<file path="config.mk">
export PLATFORM = sky130hd
export DESIGN_NAME = utf8_stream_validator_unit
export DESIGN_NICKNAME = d
export VERILOG_FILES = /design/src/rtl/u8sv_pkg.sv /design/src/rtl/utf8_stream_validator_unit.sv /design/src/rtl/u8sv_step.sv
export SDC_FILE = /design/constraint.sdc
export NUM_CORES = 1
export LEC_CHECK = 0
export ABC_AREA = 1
export BUFFER_PORTS_ARGS = -buffer_cell sky130_fd_sc_hd__buf_4
export CAP_MARGIN = 20
export CORE_MARGIN = 3
export CORE_UTILIZATION = 45
export CTS_BUF_LIST = sky130_fd_sc_hd__clkbuf_16
export CTS_CLUSTER_SIZE = 30
export DETAILED_ROUTE_END_ITERATION = 10
export PLACE_DENSITY = 0.7
export SYNTH_ARGS = -nofsm -noshare
export SYNTH_HDL_FRONTEND = slang
export SYNTH_SLANG_ARGS = --single-unit
</file>
<file path="constraint.sdc">
create_clock -name i_clk -period 1.7 [get_ports i_clk]
set_input_delay 0.17 -clock i_clk [delete_from_list [all_inputs] [get_ports i_clk]]
set_output_delay 0.17 -clock i_clk [all_outputs]
set_load 0.02 [all_outputs]
</file>
<file path="src/rtl/u8sv_pkg.sv">
// Types and constants for the UTF-8 stream validator.
package u8sv_pkg;

    localparam int BYTE_W = 8;

    // Lead and continuation byte masks and patterns
    localparam logic [BYTE_W-1:0] MASK_1 = 8'h80;
    localparam logic [BYTE_W-1:0] MASK_2 = 8'hE0;
    localparam logic [BYTE_W-1:0] MASK_3 = 8'hF0;
    localparam logic [BYTE_W-1:0] MASK_4 = 8'hF8;
    localparam logic [BYTE_W-1:0] MASK_CONT = 8'hC0;
    localparam logic [BYTE_W-1:0] PAT_CONT = 8'h80;
    localparam logic [BYTE_W-1:0] PAT_LEAD2 = 8'hC0;
    localparam logic [BYTE_W-1:0] PAT_LEAD3 = 8'hE0;
    localparam logic [BYTE_W-1:0] PAT_LEAD4 = 8'hF0;
    localparam logic [BYTE_W-1:0] MIN_AFTER_E0 = 8'hA0;
    localparam logic [BYTE_W-1:0] MIN_AFTER_F0 = 8'h90;

    typedef enum logic [1:0] {
        MIN_NONE = 2'd0,
        MIN_A0   = 2'd1,
        MIN_90   = 2'd2
    } t_min;

    typedef struct packed {
        logic [1:0] pending;
        t_min       first_min;
        logic       failed;
    } t_state;

    // Result of one step, handed to the output register
    typedef struct packed {
        logic ok;
        logic final_res;
    } t_result;

endpackage

</file>
<file path="src/rtl/utf8_stream_validator_unit.sv">
// Top level of the UTF-8 stream validator.
// Checks UTF-8 well-formedness of a byte string, one byte per beat, and
// returns exactly one result beat per input beat. Input beat: tdata is the
// byte, tlast marks the final beat of the string, tuser set means the beat
// carries no byte (a lone tuser+tlast beat closes an empty string, which is
// valid). Output beat: tdata[0] is ok-so-far (on the tlast beat, the verdict
// for the whole string) and tlast marks that verdict beat. A violation is
// sticky until the string ends; a sequence still open at the final beat
// fails. Leads F5..F7, C0/C1 and surrogates are let through. Throughput is
// one beat per clock while the downstream takes results; output valid rises
// once the beat has passed the input register and been decoded into the
// result register. The sequence state is updated in one step per byte.
// Input tready falls only when the input register is full and the result
// register is held by a stalled downstream.
module utf8_stream_validator_unit (
    input  logic                         i_clk,
    input  logic                         i_rst_n,
    input  logic                         i_s_axis_tvalid,
    output logic                         o_s_axis_tready,
    input  logic [u8sv_pkg::BYTE_W-1:0]  i_s_axis_tdata,  // [7:0] byte_value
    input  logic                         i_s_axis_tlast,  // is_last
    input  logic                         i_s_axis_tuser,  // [0] no_byte
    output logic                         o_m_axis_tvalid,
    input  logic                         i_m_axis_tready,
    output logic [7:0]                   o_m_axis_tdata,  // [0] ok_so_far, [7:1] zero
    output logic                         o_m_axis_tlast   // final_res
);
    import u8sv_pkg::*;

    // Input register
    logic              r_in_valid;
    logic [BYTE_W-1:0] r_in_byte;
    logic              r_in_last;
    logic              r_in_none;

    // Result register
    logic              r_out_valid;
    t_result           r_out;

    logic              s_advance;
    logic              s_accept;
    t_result           s_result;

    // Move the held beat into the result slot when the slot is free or draining
    assign s_advance       = r_in_valid && (!r_out_valid || i_m_axis_tready);
    assign o_s_axis_tready = !r_in_valid || s_advance;
    assign s_accept        = i_s_axis_tvalid && o_s_axis_tready;

    u8sv_step u_step (
        .i_clk     (i_clk),
        .i_rst_n   (i_rst_n),
        .i_advance (s_advance),
        .i_byte    (r_in_byte),
        .i_last    (r_in_last),
        .i_none    (r_in_none),
        .o_result  (s_result)
    );

    always_ff @(posedge i_clk) begin
        if (!i_rst_n) begin
            r_in_valid <= 1'b0;
        end else if (s_accept) begin
            r_in_valid <= 1'b1;
        end else if (s_advance) begin
            r_in_valid <= 1'b0;
        end
    end

    always_ff @(posedge i_clk) begin
        if (s_accept) begin
            r_in_byte <= i_s_axis_tdata;
            r_in_last <= i_s_axis_tlast;
            r_in_none <= i_s_axis_tuser;
        end
    end

    always_ff @(posedge i_clk) begin
        if (!i_rst_n) begin
            r_out_valid <= 1'b0;
        end else if (s_advance) begin
            r_out_valid <= 1'b1;
        end else if (i_m_axis_tready) begin
            r_out_valid <= 1'b0;
        end
    end

    always_ff @(posedge i_clk) begin
        if (s_advance) begin
            r_out <= s_result;
        end
    end

    assign o_m_axis_tvalid = r_out_valid;
    assign o_m_axis_tdata  = {7'd0, r_out.ok};
    assign o_m_axis_tlast  = r_out.final_res;

endmodule

</file>
<file path="src/rtl/u8sv_step.sv">
// Decoder and state register: one byte per advance.
module u8sv_step (
    input  logic                         i_clk,
    input  logic                         i_rst_n,
    input  logic                         i_advance,
    input  logic [u8sv_pkg::BYTE_W-1:0]  i_byte,
    input  logic                         i_last,
    input  logic                         i_none,
    output u8sv_pkg::t_result            o_result
);
    import u8sv_pkg::*;

    t_state r_state;
    t_state n_state;
    t_state s_after;

    always_comb begin
        s_after = r_state;
        if (!i_none && !r_state.failed) begin
            if (r_state.pending != 2'd0) begin
                if ((i_byte & MASK_CONT) != PAT_CONT) begin
                    s_after.failed = 1'b1;
                end else if (r_state.first_min == MIN_A0 && i_byte < MIN_AFTER_E0) begin
                    s_after.failed = 1'b1;
                end else if (r_state.first_min == MIN_90 && i_byte < MIN_AFTER_F0) begin
                    s_after.failed = 1'b1;
                end
                s_after.first_min = MIN_NONE;
                s_after.pending   = r_state.pending - 2'd1;
            end else if ((i_byte & MASK_1) == 8'h00) begin
                s_after = r_state;
            end else if ((i_byte & MASK_2) == PAT_LEAD2) begin
                s_after.pending   = 2'd1;
                s_after.first_min = MIN_NONE;
            end else if ((i_byte & MASK_3) == PAT_LEAD3) begin
                s_after.pending   = 2'd2;
                s_after.first_min = (i_byte == PAT_LEAD3) ? MIN_A0 : MIN_NONE;
            end else if ((i_byte & MASK_4) == PAT_LEAD4) begin
                s_after.pending   = 2'd3;
                s_after.first_min = (i_byte == PAT_LEAD4) ? MIN_90 : MIN_NONE;
            end else begin
                s_after.failed = 1'b1;
            end
        end

        if (i_last) begin
            o_result.ok        = !s_after.failed && (s_after.pending == 2'd0);
            o_result.final_res = 1'b1;
            n_state            = '{pending: 2'd0, first_min: MIN_NONE, failed: 1'b0};
        end else begin
            o_result.ok        = !s_after.failed;
            o_result.final_res = 1'b0;
            n_state            = s_after;
        end
    end

    always_ff @(posedge i_clk) begin
        if (!i_rst_n) begin
            r_state <= '{pending: 2'd0, first_min: MIN_NONE, failed: 1'b0};
        end else if (i_advance) begin
            r_state <= n_state;
        end
    end

endmodule

</file>
==> metrics.cfg <==
[outcome]
outcome = completed

[floorplan]
chipHeight_um = 52
pin_count = 25
initial_core_util = 0.480
coreArea_um2 = 1980
rows = 16
die_w_um = 52
die_area_um2 = 2700

[worst_setup_path]
critical_path_class = reg2reg
rrSetupSlack_ns = 0.37
cp.required_ns = 1.70
startpoint = r_in_byte[7]
cp-start-kind = flip-flop
reg2reg_from = r_in_byte[7]
critPathArrivalTime_ns = 1.34
cp_max_fo = 5
cp-end-kind = flip-flop

[finish]
diodes = 0
syn_to_final_growth_pct = 22.1
instances_no_fill = 162
post-route-cell-area_um2 = 1160
drive_above_1_share = 0.207
final_nets = 150
fill_cells = 181

[timing]
period_needed_ns = 1.33
fin_setup_tns_ns = 0
period_share = 0.785
hold_violations = 0
fmax_mhz = 749
rsz0062_at_grt = false
final.setup_skew_ns = 0.00242
slew_viol_final = 0
setup_ws_ns = 0.365
setup_viol = 0

[yosys]
ys_seq_elements = 19
synth-simple-area-share = 0.259
synthCells = 115
synth_top_cell_by_area = edfxtp_1
synthMuxAreaShare = 0
synth-xor-area-share = 0
synthDistinctLibCells = 19
yosysTopAreaCellShare = 0.378
synth_compound_area_frac = 0.0854
synthTopCellsByArea = edfxtp_1 (38%), dfxtp_1 (15%), nand2_1 (12%), inv_1 (7.1%), buf_4 (5.5%)
yosysWarnings = 0
synth_top_family_by_area = simple AND/OR/NAND/NOR gates
synth.avg_cell_area_um2 = 8.28
synthAdderAreaFrac = 0
seq_area_frac_synth = 0.526
synthesis.area_um2 = 952

[clocking]
post_cts_buffers = 0
htree_levels = 1
numCtsBuffers = 3
clk_latency_ns = 0.25
cts_max_path_buffers = 2
clk_pin_slew_ns = 0.05
cts_sinks = 19
cts_tree = built
root_buffer = clkbuf_16
cts_resized = 0
cts_hold_buf = 0

[place]
place_ws_ns = 0.377
hpwl_um = 1330
place_area_um2 = 1080
gp_congestion = 0.849
dp.cells = 158
portBuffers = 17

[min_path]
hp-start = i_s_axis_tuser
hp-class = in2reg

[grt]
grt_first_pass_wirelength_um = 2990
antenna_found_initial = 0
grt_max_degree = 11
grt_pass1_vias = 725
gr-total-overflow = 0
track_usage = 0.154

[route]
wl_um = 1720
wl_per_cell_um = 10.6
vias_per_cell = 4.64
drt_iter0_drc = 12
via_count = 751
drc = 0
drtPass1Iterations = 4
ant_nets = 0

[power_and_ir_drop]
vdd_drop_max_v = 0.000723
power_density_nw_per_um2 = 967
power_w = 0.00112
leakage_nw = 0.558

[run]
maxCapViolations = 0

==> where the power goes <==
group	internal, W	switching [W]	total, W
logic	0.0000458	0.0000724	0.000118
registers	0.000517	0.0000141	0.000531
clock network	0.000313	0.000163	0.000475
==> flip-flops by register name, summed over array words and instances (netlist names) <==
signal           count
o_m_axis_tlast       1
r_in_valid           1
r_in_last            1
u_step.r_state       5
o_m_axis_tvalid      1
o_m_axis_tdata       1
r_in_byte            8
r_in_none            1
==> critical path, stage by stage (launching register included) <==
cell,delay [ns]
edfxtp_1,0.40
nand2_2,0.11
nor2_2,0.13
nand2_1,0.07
nand2_1,0.07
nand2_1,0.04
nand2_1,0.08
nand2_1,0.06
nand2_1,0.06
a21oi_1,0.06
==> synthesized netlist by cell type <==
cell type	count
nand2_1	30
inv_1	18
edfxtp_1	12
nor2_1	12
a21oi_1	9
buf_4	7
dfxtp_1	7
nand3_1	5
nand2_2	2
nor2_2	2
o21ai_0	2
o21ai_1	2
a21oi_2	1
conb_1	1
nand3_2	1
nor2_4	1
nor3_1	1
nor3b_2	1
o21bai_1	1
==> per-layer routing <==
metal  up-vias  wire [um]  GRT usage
met1       334        698      0.166
li1        389          -          -
met2        22        878      0.270
met3         6         85     0.0258
met5         -          0          0
met4         0         59      0.109
==> final cells by class <==
cell class                      instances  area, um2  area share
Clock buffer                            3       75.1      0.0646
Clock inverter                          1       3.75     0.00323
Inverter                               18       67.6      0.0581
Multi-Input combinational cell         77        354       0.305
Sequential cell                        19        500       0.431
Tap cell                               27       33.8      0.0291
Timing Repair Buffer                   17        128       0.110
==> final timing paths <==
check | depth (start not counted) | endpoint
worst max register to register | 9 | o_m_axis_tdata[0]
worst max-delay path | 9 | o_m_axis_tdata[0]
worst min-delay path | 1 | r_in_none
worst min register to register | 2 | o_m_axis_tvalid
==> metrics by stage <==
| stage | hold WS, ns | utilization |
|---|---|---|
| floorplan | 0.269 | - |
| global placement | 0.348 | 0.547 |
| detailed placement | 0.349 | 0.547 |
| CTS | 0.0913 | 0.586 |
| global route | 0.0884 | 0.586 |
| finish | 0.0936 | 0.586 |
==> logic make-up after synthesis <==
logic type             count (synthesis)
flip-flops                            19
other                                  1
buffers and inverters                 25
AO/OA/AOI/OAI                         15
AND/OR/NAND/NOR                       55
==> cell usage in the layout, fill, tap and decap left out, drive strengths merged <==
master,instances
nand2,32
inv,19
buf,17
nor2,15
edfxtp,12
a21oi,10
conb,7
dfxtp,7
nand3,6
o21ai,4
clkbuf,3
nor3,1
nor3b,1
o21bai,1
Note: power is estimated with default switching activity, not from simulation.
